--- config.mk ---
export PLATFORM = sky130hd
export DESIGN_NAME = frame_receiver_ack_nack_core_flat
export DESIGN_NICKNAME = d
export VERILOG_FILES = /design/src/design/frp_pkg.sv /design/src/design/frp_rx_if.sv /design/src/design/frp_res_if.sv /design/src/design/frame_receiver_ack_nack_core.sv /design/src/design/frp_parser.sv /design/src/flat_wrapper.sv
export SDC_FILE = /design/constraint.sdc
export NUM_CORES = 1
export LEC_CHECK = 0
export BUFFER_PORTS_ARGS = -buffer_cell sky130_fd_sc_hd__buf_4
export CAP_MARGIN = 20
export CORE_MARGIN = 2
export CORE_UTILIZATION = 40
export CTS_BUF_LIST = sky130_fd_sc_hd__clkbuf_8
export DETAILED_ROUTE_END_ITERATION = 6
export PLACE_DENSITY = 0.65
export REMOVE_ABC_BUFFERS = 1
export SYNTH_ARGS = -nofsm -noshare
export SYNTH_HDL_FRONTEND = slang
export SYNTH_SLANG_ARGS = --single-unit
--- constraint.sdc ---
create_clock -name clk_i -period 3.3 [get_ports clk_i]
set_clock_uncertainty 0.2 [all_clocks]
set_input_delay 0.33 -clock clk_i [delete_from_list [all_inputs] [get_ports clk_i]]
set_output_delay 0.33 -clock clk_i [all_outputs]
set_load 0.01 [all_outputs]
--- src/design/frp_pkg.sv ---
// ----------------------------------------------------------------------------
// frp_pkg
// Shared constants and types of the frame receiver with ACK/NACK control.
// ----------------------------------------------------------------------------
package frp_pkg;

  localparam logic [7:0] START_BYTE     = 8'h5F;
  localparam logic [7:0] END_BYTE       = 8'hEF;
  localparam logic [7:0] MIN_LENGTH     = 8'd3;
  localparam logic [3:0] NACK_COUNT_MAX = 4'd15;

  localparam int unsigned CFG_IDX_W  = 2;
  localparam int unsigned CFG_DATA_W = 8;

  localparam logic [CFG_IDX_W-1:0] CFG_ACK_CODE         = 2'd0;
  localparam logic [CFG_IDX_W-1:0] CFG_NACK_CODE        = 2'd1;
  localparam logic [CFG_IDX_W-1:0] CFG_MAX_NACK_RETRIES = 2'd2;

  localparam logic [7:0] ACK_CODE_RST         = 8'd6;
  localparam logic [7:0] NACK_CODE_RST        = 8'd21;
  localparam logic [2:0] MAX_NACK_RETRIES_RST = 3'd3;

  typedef struct packed {
    logic [7:0] ack_code;
    logic [7:0] nack_code;
    logic [2:0] max_nack_retries;
  } frp_cfg_t;

  typedef struct packed {
    logic       frame_ok;
    logic [7:0] command;
    logic [7:0] first_data;
    logic [7:0] frame_length;
    logic       send_nack;
    logic       ack_seen;
    logic       retransmit;
    logic       length_error;
  } frp_result_t;

endpackage

--- src/design/frp_rx_if.sv ---
// ----------------------------------------------------------------------------
// frp_rx_if
// Received byte channel: valid/ready handshake with one byte of payload.
// ----------------------------------------------------------------------------
interface frp_rx_if;
  logic       valid;
  logic       ready;
  logic [7:0] rx_byte;

  modport source (output valid, output rx_byte, input ready);
  modport sink   (input valid, input rx_byte, output ready);
endinterface

--- src/design/frp_res_if.sv ---
// ----------------------------------------------------------------------------
// frp_res_if
// Result channel: valid/ready handshake with the per-byte parse result.
// ----------------------------------------------------------------------------
interface frp_res_if;
  logic       valid;
  logic       ready;
  logic       frame_ok;
  logic [7:0] command;
  logic [7:0] first_data;
  logic [7:0] frame_length;
  logic       send_nack;
  logic       ack_seen;
  logic       retransmit;
  logic       length_error;

  modport source (
    output valid, output frame_ok, output command, output first_data,
    output frame_length, output send_nack, output ack_seen, output retransmit,
    output length_error, input ready
  );
  modport sink (
    input valid, input frame_ok, input command, input first_data,
    input frame_length, input send_nack, input ack_seen, input retransmit,
    input length_error, output ready
  );
endinterface

--- src/design/frame_receiver_ack_nack_core.sv ---
// ----------------------------------------------------------------------------
// frame_receiver_ack_nack_core
// Parses received serial bytes into frames and drives ACK/NACK retry flags.
// ----------------------------------------------------------------------------
//  channel  direction  payload                          handshake
//  rx       in         rx_byte                          rx.valid / rx.ready
//  res      out        frame_ok .. length_error         res.valid / res.ready
//  cfg      in         cfg_idx_i, cfg_wdata_i           cfg_we_i
//
//  One byte is taken per cycle unless the result is stalled; its result is
//  registered and shows in the next cycle. A new byte is taken whenever the
//  single result register is empty or being drained in the same cycle.
//  Reset clears parse state, NACK counter, registers and the result valid.
//  A stalled result holds its payload and blocks further bytes.
// ----------------------------------------------------------------------------
module frame_receiver_ack_nack_core import frp_pkg::*; #(
  parameter int unsigned BUFFER_BYTES = 16
) (
  input  logic                  clk_i,
  input  logic                  rst_ni,
  frp_rx_if.sink                rx,
  frp_res_if.source             res,
  input  logic                  cfg_we_i,
  input  logic [CFG_IDX_W-1:0]  cfg_idx_i,
  input  logic [CFG_DATA_W-1:0] cfg_wdata_i
);

  frp_cfg_t    cfg_q;
  frp_result_t result;
  frp_result_t out_q;
  logic        out_valid_q;
  logic        take;

  assign rx.ready = !out_valid_q || res.ready;
  assign take     = rx.valid && rx.ready;

  always_ff @(posedge clk_i or negedge rst_ni) begin
    if (!rst_ni) begin
      cfg_q.ack_code         <= ACK_CODE_RST;
      cfg_q.nack_code        <= NACK_CODE_RST;
      cfg_q.max_nack_retries <= MAX_NACK_RETRIES_RST;
    end else if (cfg_we_i) begin
      case (cfg_idx_i)
        CFG_ACK_CODE:         cfg_q.ack_code         <= cfg_wdata_i;
        CFG_NACK_CODE:        cfg_q.nack_code        <= cfg_wdata_i;
        CFG_MAX_NACK_RETRIES: cfg_q.max_nack_retries <= cfg_wdata_i[2:0];
        default: ; // drop writes beyond the register list
      endcase
    end
  end

  frp_parser #(
    .BUFFER_BYTES(BUFFER_BYTES)
  ) u_parser (
    .clk_i    (clk_i),
    .rst_ni   (rst_ni),
    .take_i   (take),
    .rx_byte_i(rx.rx_byte),
    .cfg_i    (cfg_q),
    .result_o (result)
  );

  always_ff @(posedge clk_i or negedge rst_ni) begin
    if (!rst_ni) begin
      out_valid_q <= 1'b0;
    end else if (take) begin
      out_valid_q <= 1'b1;
    end else if (res.ready) begin
      out_valid_q <= 1'b0;
    end
  end

  always_ff @(posedge clk_i) begin
    if (take) begin
      out_q <= result;
    end
  end

  assign res.valid        = out_valid_q;
  assign res.frame_ok     = out_q.frame_ok;
  assign res.command      = out_q.command;
  assign res.first_data   = out_q.first_data;
  assign res.frame_length = out_q.frame_length;
  assign res.send_nack    = out_q.send_nack;
  assign res.ack_seen     = out_q.ack_seen;
  assign res.retransmit   = out_q.retransmit;
  assign res.length_error = out_q.length_error;

  // every transfer in produces a result in the next cycle
  a_take_gives_result: assert property (
    @(posedge clk_i) disable iff (!rst_ni) take |=> res.valid
  ) else $error("accepted byte did not produce a result");

  // at most one event flag per result
  a_flags_exclusive: assert property (
    @(posedge clk_i) disable iff (!rst_ni)
    res.valid |-> $onehot0({res.frame_ok, res.send_nack, res.ack_seen,
                            res.retransmit, res.length_error})
  ) else $error("more than one event flag set");

  // a good frame always carries an in-range length
  a_frame_length_range: assert property (
    @(posedge clk_i) disable iff (!rst_ni)
    (res.valid && res.frame_ok) |->
      (res.frame_length >= MIN_LENGTH && res.frame_length <= 8'(BUFFER_BYTES))
  ) else $error("frame reported with out-of-range length");

  // payload fields stay zero when no frame completed
  a_payload_zero: assert property (
    @(posedge clk_i) disable iff (!rst_ni)
    (res.valid && !res.frame_ok) |->
      (res.command == 8'd0 && res.first_data == 8'd0 && res.frame_length == 8'd0)
  ) else $error("frame payload set without frame_ok");

endmodule

--- src/design/frp_parser.sv ---
// ----------------------------------------------------------------------------
// frp_parser
// Frame parse state and ACK/NACK counter; yields one result per byte taken.
// ----------------------------------------------------------------------------
module frp_parser import frp_pkg::*; #(
  parameter int unsigned BUFFER_BYTES = 16
) (
  input  logic        clk_i,
  input  logic        rst_ni,
  input  logic        take_i,
  input  logic [7:0]  rx_byte_i,
  input  frp_cfg_t    cfg_i,
  output frp_result_t result_o
);

  localparam int unsigned CW = $clog2(BUFFER_BYTES);
  localparam int unsigned LW = $clog2(BUFFER_BYTES + 1);
  localparam logic [7:0]  MAX_LENGTH = 8'(BUFFER_BYTES);

  logic [CW-1:0] byte_count_q, byte_count_d;
  logic [LW-1:0] frame_len_q, frame_len_d;
  logic [7:0]    cmd_hold_q, cmd_hold_d;
  logic [7:0]    data_hold_q, data_hold_d;
  logic [3:0]    nack_count_q, nack_count_d;
  logic [LW-1:0] pos_next;

  assign pos_next = LW'(byte_count_q) + LW'(1);

  always_comb begin
    byte_count_d = byte_count_q;
    frame_len_d  = frame_len_q;
    cmd_hold_d   = cmd_hold_q;
    data_hold_d  = data_hold_q;
    nack_count_d = nack_count_q;
    result_o     = '0;

    if (byte_count_q == '0) begin
      if (rx_byte_i == START_BYTE) begin
        byte_count_d = CW'(1);
      end else if (rx_byte_i == cfg_i.ack_code) begin
        nack_count_d      = '0;
        result_o.ack_seen = 1'b1;
      end else if (rx_byte_i == cfg_i.nack_code) begin
        // saturate the counter
        if (nack_count_q != NACK_COUNT_MAX) begin
          nack_count_d = nack_count_q + 4'd1;
        end
        result_o.retransmit = (nack_count_d <= {1'b0, cfg_i.max_nack_retries});
      end
    end else if (byte_count_q == CW'(1)) begin
      if (rx_byte_i < MIN_LENGTH || rx_byte_i > MAX_LENGTH) begin
        result_o.length_error = 1'b1;
        byte_count_d          = '0;
      end else begin
        frame_len_d  = LW'(rx_byte_i);
        byte_count_d = CW'(2);
      end
    end else begin
      if (byte_count_q == CW'(2)) begin
        cmd_hold_d = rx_byte_i;
      end else if (byte_count_q == CW'(3)) begin
        data_hold_d = rx_byte_i;
      end
      if (pos_next >= frame_len_q) begin
        // short frames report the freshly captured bytes
        if (rx_byte_i == END_BYTE) begin
          result_o.frame_ok     = 1'b1;
          result_o.command      = cmd_hold_d;
          result_o.first_data   = data_hold_d;
          result_o.frame_length = 8'(frame_len_q);
        end else begin
          result_o.send_nack = 1'b1;
        end
        byte_count_d = '0;
      end else begin
        byte_count_d = byte_count_q + CW'(1);
      end
    end
  end

  always_ff @(posedge clk_i or negedge rst_ni) begin
    if (!rst_ni) begin
      byte_count_q <= '0;
      frame_len_q  <= '0;
      cmd_hold_q   <= '0;
      data_hold_q  <= '0;
      nack_count_q <= '0;
    end else if (take_i) begin
      byte_count_q <= byte_count_d;
      frame_len_q  <= frame_len_d;
      cmd_hold_q   <= cmd_hold_d;
      data_hold_q  <= data_hold_d;
      nack_count_q <= nack_count_d;
    end
  end

endmodule

--- src/flat_wrapper.sv ---
// flat-port wrapper written by rule: the top's interface ports become plain ports
module frame_receiver_ack_nack_core_flat import frp_pkg::*;
#(
  parameter int unsigned BUFFER_BYTES = 16
)
  (clk_i, rst_ni, cfg_we_i, cfg_idx_i, cfg_wdata_i, rx_valid, rx_rx_byte, rx_ready, res_valid, res_frame_ok, res_command, res_first_data, res_frame_length, res_send_nack, res_ack_seen, res_retransmit, res_length_error, res_ready);
  frp_rx_if rx_i ();
  frp_res_if res_i ();
  input  logic clk_i;
  input  logic rst_ni;
  input  logic cfg_we_i;
  input  logic [CFG_IDX_W-1:0] cfg_idx_i;
  input  logic [CFG_DATA_W-1:0] cfg_wdata_i;
  input wire logic [$bits(rx_i.valid)-1:0] rx_valid;
  input wire logic [$bits(rx_i.rx_byte)-1:0] rx_rx_byte;
  output wire logic [$bits(rx_i.ready)-1:0] rx_ready;
  output wire logic [$bits(res_i.valid)-1:0] res_valid;
  output wire logic [$bits(res_i.frame_ok)-1:0] res_frame_ok;
  output wire logic [$bits(res_i.command)-1:0] res_command;
  output wire logic [$bits(res_i.first_data)-1:0] res_first_data;
  output wire logic [$bits(res_i.frame_length)-1:0] res_frame_length;
  output wire logic [$bits(res_i.send_nack)-1:0] res_send_nack;
  output wire logic [$bits(res_i.ack_seen)-1:0] res_ack_seen;
  output wire logic [$bits(res_i.retransmit)-1:0] res_retransmit;
  output wire logic [$bits(res_i.length_error)-1:0] res_length_error;
  input wire logic [$bits(res_i.ready)-1:0] res_ready;
  assign rx_i.valid = rx_valid;
  assign rx_i.rx_byte = rx_rx_byte;
  assign rx_ready = rx_i.ready;
  assign res_valid = res_i.valid;
  assign res_frame_ok = res_i.frame_ok;
  assign res_command = res_i.command;
  assign res_first_data = res_i.first_data;
  assign res_frame_length = res_i.frame_length;
  assign res_send_nack = res_i.send_nack;
  assign res_ack_seen = res_i.ack_seen;
  assign res_retransmit = res_i.retransmit;
  assign res_length_error = res_i.length_error;
  assign res_i.ready = res_ready;
  frame_receiver_ack_nack_core #(.BUFFER_BYTES(BUFFER_BYTES)) u_core (.clk_i(clk_i), .rst_ni(rst_ni), .rx(rx_i), .res(res_i), .cfg_we_i(cfg_we_i), .cfg_idx_i(cfg_idx_i), .cfg_wdata_i(cfg_wdata_i));
endmodule
==> After elaboration in Yosys (flattened, before gate mapping) <==
Cells that the tools add are included.
{ "totals": {"regBits": 78, "elab_cells": 84} }
{ "op_classes": {"muxes": 21, "magnitude_cmp": 4, "eq_ne": 11, "reduce_logical": 20, "add_sub_neg": 3, "n_bitwise": 7} }
{ "op_table": {"columns": ["op", "count"], "rows": [
  ["$mux 4", 11],
  ["$mux 25", 1],
  ["$mux 8", 3],
  ["$eq 8x8->1", 2],
  ["$add 4x1->4 const B", 2],
  ["$eq 4x2->1 const B", 2],
  ["$eq 8x7->1 const B", 1],
  ["$eq 8x8->1 const B", 1],
  ["$gt 8x5->1 const B", 1],
  ["$lt 8x2->1 const B", 1],
  ["$reduce_and 2->1", 4],
  ["$reduce_and 4->1", 2],
  ["$reduce_or 4->1", 2],
  ["$not 1->1", 7],
  ["$add 4x1->5 const B", 1],
  ["$ge 5x5->1", 1],
  ["$mux 1", 5],
  ["$eq 4x1->1 const B", 1],
  ["$le 4x3->1", 1],
  ["$logic_not 4->1", 1],
  ["$ne 4x4->1 const B", 1],
  ["$reduce_bool 2->1", 2],
  ["$reduce_or 2->1", 2],
  ["$reduce_and 3->1", 1],
  ["9 further kinds", 10]
]} }

==> Depth between registers and ports, before layout <==
{ "depth": {"word_depth": 8, "mapped_depth": 10, "mapped_depth_nobuf": 10} }

==> By module <==
Synthesis repeated with hierarchy kept, for this count alone.
{ "hier_totals": {"cells_unflattened": 325, "area_unflattened_um2": 3897.5} }
{ "modules_own_cells": {"columns": ["module", "n_inst", "area_per_inst_um2", "seq_area_each_um2", "cells_per_inst"], "rows": [
  ["frp_parser", 1, 2247.2, 725.7, 251],
  ["frame_receiver_ack_nack_core", 1, 1650.3, 1380.1, 74]
]} }

==> Least setup slack after synthesis <==
Ideal clock, no wire load.
{ "synth_path": {"path_kind": "register to register", "start": "register u_core.u_parser.byte_count_q[0]", "end": "register u_core.out_q, in the netlist u_core.res.command[7] (data pin)", "setup_ps": 270, "synth_period_minus_slack_ps": 2410, "path_stages_with_launch": 10, "n_path_buf": 1, "arrival_ps": 1940, "path_slack_ps": 890, "path_cell_list": "dfrtp_1 ha_1 xor2_1 ha_1 a21o_1 a21oi_1 o21ai_0 nand3_1 clkbuf_1 a21oi_1"} }
{ "synth_via": {"elab_chain_cells": 4, "elab_cells_between_ends": 8, "cone_classes": "1 x add/sub; 1 x order compare; 2 x eq/ne; 1 x mux; 1 x bitwise; 2 x reduce/logical"} }
{ "synth_rtl": {"columns": ["element", "line", "rtl"], "rows": [
  ["start, declared", "frp_parser.sv:20", "logic [CW-1:0] byte_count_q, byte_count_d;"],
  ["start signal, assigned", "frp_parser.sv:89", "byte_count_q <= byte_count_d;"],
  ["$add 4x1->5", "frp_parser.sv:27", "assign pos_next = LW'(byte_count_q) + LW'(1);"],
  ["$ge 5x5->1", "frp_parser.sv:64", "if (pos_next >= frame_len_q) begin"],
  ["$not 1->1 (no line)", null, null],
  ["$reduce_or 4->1 (no line)", null, null],
  ["end signal, assigned", "frame_receiver_ack_nack_core.sv:75", "out_q <= result;"],
  ["end, declared", "frame_receiver_ack_nack_core.sv:30", "frp_result_t out_q;"]
]} }
Parallel ways exist; a longest one is shown, timed or not.
A chain may end at the register's enable or synchronous reset.

==> Worst setup path after layout <==
{ "layout_path": {"start": "register u_core.u_parser.byte_count_q[0]", "end": "register u_core.u_parser.frame_len_q[1]"} }
{ "layout_via": {"elab_chain_cells": 3, "elab_cells_between_ends": 4, "cone_classes": "1 x eq/ne; 1 x bitwise; 2 x reduce/logical"} }
{ "layout_rtl": {"columns": ["element", "line", "rtl"], "rows": [
  ["$logic_not 4->1", "frp_parser.sv:37", "if (byte_count_q == '0) begin"],
  ["$not 1->1 (no line)", null, null],
  ["$reduce_and 4->1 (no line) *", null, null],
  ["end signal, assigned", "frp_parser.sv:90", "frame_len_q <= frame_len_d;"],
  ["end, declared", "frp_parser.sv:21", "logic [LW-1:0] frame_len_q, frame_len_d;"]
]} }
Every way passes the cells marked *; elsewhere a longest branch is shown, timed or not.

==> reports/results.md <==
| Item | Value |
|---|---|
| Number of library cell types mapped by synthesis | 48 |
| Sw power | 0.967 mW |
| Worst reg2reg setup slack | 0.63 ns |
| DIE WIDTH | 101 um |
| Pin count of the biggest net entering global routing | 50 |
| Share of synthesized flip-flops with an asynchronous set or reset | 65.3% |
| Rel. slew slack | 55.5% |
| PortBufs | 50 |
| TritonCTS clock tree | yes |
| Dominant synthesized flop cell | dfrtp_1 |
| Sequential cell area in the final layout | 0.00202 mm2 |
| Capturing point of the worst reg2reg path | u_core.u_parser.frame_len_q[1] |
| Number of synthesized flops with an enable pin | 26 |
| Post-Synthesis Cell Area | 0.00374 mm2 |
| Number of antenna violations at the first check in global routing | 0 |
| Post-synthesis adder-cell area fraction | 4.35% |
| Yosys top cell area share | 28.1% |
| Largest voltage drop on the vdd net | 257 uV |
| Number of cells on the worst hold path | 2 |
| Pint | 1.95 mW |
| Y dimension of the die | 101 um |
| N_diodes | 0 |
| Area Growth Syn to Fin | 18.1% |
| Sum of negative setup slack | 0 ns |
| Core region area | 0.00915 mm2 |
| Total routing usage reported by global routing | 16.2% |
| Clock network fraction of design power | 22.3% |
| Global-route wire length before repair | 12,600 um |
| Overflow after GRT | 0 |
| Required @ worst endpoint | 3.33 ns |
| Share of synthesized area occupied by flip-flops and latches | 54.0% |
| Number of synthesized register bits | 75 |
| Layout filler cell count | 849 |
| Share of synthesized cell area in and, or, nand and nor gates | 14.1% |
| Mapped Cells | 325 |
| Warnings, synthesis | 0 |
| Startpoint kind of the worst setup timing path | flop |
| Num Clock Sinks | 75 |
| Max-cap violations | 0 |
| Static leakage power | 1.92 nW |
| Setup Viol. Count Final | 0 |
| Shortest clock period the worst path allows after layout | 2.67 ns |
| Ratio of cells with drive above 1 in the final layout | 32.6% |
| Detailed Place HPWL | 5300 um |
| Vias in the first global route | 2,547 |
| Part of the power in combinational logic | 32.7% |
| Count of final hold-check violations | 0 |
| Number of cell rows | 35 |
| Class of the most critical hold timing path | primary input to flop |
| Hold-critical path endpoint | u_core.cfg_q[8] |
| Cells on worst reg2reg path | 7 |
| XOR/XNOR Fraction of Synth Area | 4.45% |
| Max Slew Vio Count | 0 |
| Ports | 54 |
| DR DRC count | 0 |
| Biggest area consumer among synthesized cells | dfrtp_1 |
| Unrepaired setup endpoints after global routing | no |
| Crit Reg-Reg Startpoint | u_core.u_parser.byte_count_q[0] |
| Outcome | finished clean |
| Number of vias per cell | 5.18 |
| Hold slack final | 0.0202 ns |
| Dominant combinational cell family by area after synthesis | simple AND/OR/NAND/NOR gates |
| Power density relative to cell area | 660 mW/mm2 |
| Number of gates resized after cts | 0 |
| Clock slew seen by the registers of the worst setup and hold paths | 0.08 ns |
| Endpoint arrival time on the critical path | 2.71 ns |
| Total CTS buffers | 9 |
| Effective utilization at floorplan | 40.8% |
| Dominant cells by area after synthesis | dfrtp_1, edfxtp_1, mux2_2, dfstp_2, nand2_1 |
| Nets | 415 |
| Complex-gate fraction of the synthesized area | 7.23% |
| GP Congestion | 0.882 |
| Total detailed-routing wirelength | 7460 um |
| Buffer depth of the longest clock path | 2 |
| Total iterations of the first detailed-routing run | 4 |
| WL/cell | 15.1 um |
| DRT iter0 DRCs | 102 |
| Die area | 0.0101 mm2 |
| Min-Delay Startpoint | cfg_wdata_i[5] |
| Via Count | 2,563 |
| Antenna Nets Post-Route | 0 |
| Relative contribution of sequential cells to total power | 45.0% |
| Maximum fanout along the worst path | 7 |
| Buffer cell driving the clock tree root | clkbuf_8 |
| Max H-tree Level | 3 |
| Source-to-sink clock delay at the later pin of the worst-skew pair | 0.35 ns |
| Footprint of the multi-input gates | 0.00159 mm2 |
| Average instance area after synthesis | 11.5 um2 |
| Worst setup EP type | flop |
| Post-synthesis mux area share | 12.1% |
| Actual slew at the worst max-slew pin | 0.665 ns |
| Switching part of the total power | 33.2% |
| Highest achievable clock rate | 374 MHz |
| Critical path type | flop to flop |
| Period utilisation layout | 81.0% |
## critical path, stage by stage, from the launching register on
cell     delay, ns
dfrtp_1       0.48
inv_1         0.10
ha_1          0.23
or4b_1        0.57
nor2b_1       0.13
o21ai_1       0.09
nor2_1        0.36
mux2_2        0.40
## state kept, by name, indices dropped and copies added (netlist names)
register	cells
u_core.cfg_q	19
u_core.res.ack_seen	1
u_core.res.command	8
u_core.res.first_data	8
u_core.res.frame_length	5
u_core.res.frame_ok	1
u_core.res.length_error	1
u_core.res.retransmit	1
u_core.res.send_nack	1
u_core.res.valid	1
u_core.u_parser.byte_count_q	4
u_core.u_parser.cmd_hold_q	8
u_core.u_parser.data_hold_q	8
u_core.u_parser.frame_len_q	5
u_core.u_parser.nack_count_q	4
## layer usage
layer	vias up	track usage, %	part of all wire [%]
met4	0	4.53	1.3
li1	1236	-	-
met1	1263	21.3	45
met5	-	0	0
met2	57	26.4	49
met3	7	4.72	4.7
## worst max path at each step
| stage | end | start |
|---|---|---|
| finish | u_core.u_parser.frame_len_q[1] | u_core.u_parser.byte_count_q[0] |
| floorplan | u_core.res.command[0] | u_core.u_parser.byte_count_q[0] |
| CTS | u_core.u_parser.frame_len_q[1] | u_core.u_parser.byte_count_q[0] |
| global placement | u_core.u_parser.frame_len_q[1] | u_core.u_parser.byte_count_q[0] |
| global route | u_core.res.first_data[6] | u_core.u_parser.byte_count_q[0] |
| detailed placement | u_core.u_parser.frame_len_q[1] | u_core.u_parser.byte_count_q[0] |
## Yosys cell counts, types with 2 or more instances
cell type,n
xor2_1,9
xnor2_1,10
nand2_1,45
and2_1,4
a21o_1,2
inv_1,15
nand3b_1,3
or2_2,2
nor2b_1,2
o2bb2ai_1,2
o21a_1,3
nand3_1,9
mux2_2,40
a41o_1,2
and3_1,2
buf_4,4
edfxtp_1,26
nor3_1,4
nor4_1,4
nor2_1,16
dfrtp_1,42
clkbuf_1,10
nand2b_1,4
ha_1,13
o21ai_0,3
a21oi_1,19
a31oi_1,2
nand4_1,2
dfstp_2,7
## power groups by stage
| stage | combinational [mW] | sequential, mW | clock, mW |
|---|---|---|---|
| 2_1_floorplan | 0.680 | 1.31 | 0 |
| 3_3_place_gp | 0.925 | 1.32 | 0 |
| 3_5_place_dp | 0.950 | 1.33 | 0 |
| 4_1_cts | 0.958 | 1.31 | 0.662 |
| 5_1_grt | 1.08 | 1.34 | 0.709 |
| 6_report | 0.954 | 1.31 | 0.649 |
## logic make-up (layout without fill, tap and decap cells)
logic type	after synthesis	after routing
and+or+nand+nor	105	105
DFF	75	75
AOI/OAI and AO/OA	41	41
muxes	40	40
buffers and inverters	31	88
xor gates and xnor gates	19	19
adders and majority gates	13	13
other	1	3
## through the flow
step	total power, mW	instances	utilization, %	setup WS (ns)	area, um2
global placement	2.24	477	46.0	0.698	4210
global route	3.13	495	48.2	0.458	4410
detailed placement	2.28	477	46.0	0.671	4210
floorplan	1.99	311	-	0.718	3660
finish	2.91	495	48.2	0.628	4410
CTS	2.93	495	48.2	0.647	4410
## timing repair
item                                    in CTS  in global routing
setup buffers                                0                  0
hold buffers                                 2                  0
endpoints found under the setup margin       0                  0
hold endpoints to repair                    43                  0
## cells in the final DEF (no fill, tap or decap), types with 2 or more instances in the layout
master         synthesis  routed
mux2_2                40      40
nand2b_1               4       4
a41o_1                 2       2
nand2_1               45      45
o21ai_0                3       3
dfstp_2                7       7
o21a_1                 3       3
or2_2                  2       2
a21oi_1               19      19
conb_1                 1       3
dlygate4sd3_1          0       2
nand4_1                2       2
a31oi_1                2       2
nand3b_1               3       3
nand3_1                9       9
clkbuf_8               0      11
nor2_1                16      16
nor3_1                 4       4
ha_1                  13      13
o2bb2ai_1              2       2
inv_1                 15      16
nor2b_1                2       2
and2_1                 4       4
a21o_1                 2       2
edfxtp_1              26      26
buf_4                  4      55
dfrtp_1               42      42
nor4_1                 4       4
xor2_1                 9       9
and3_1                 2       2
xnor2_1               10      10
## area by class of cell
type	count	area share [%]
flip-flops and latches	75	45.7
multi-input cells	221	36.0
repair buffers	57	9.81
clock buffers	11	3.43
well taps	111	3.15
inverters	15	1.28
clock inverters	5	0.652
Power figures use the tool's default switching activity.
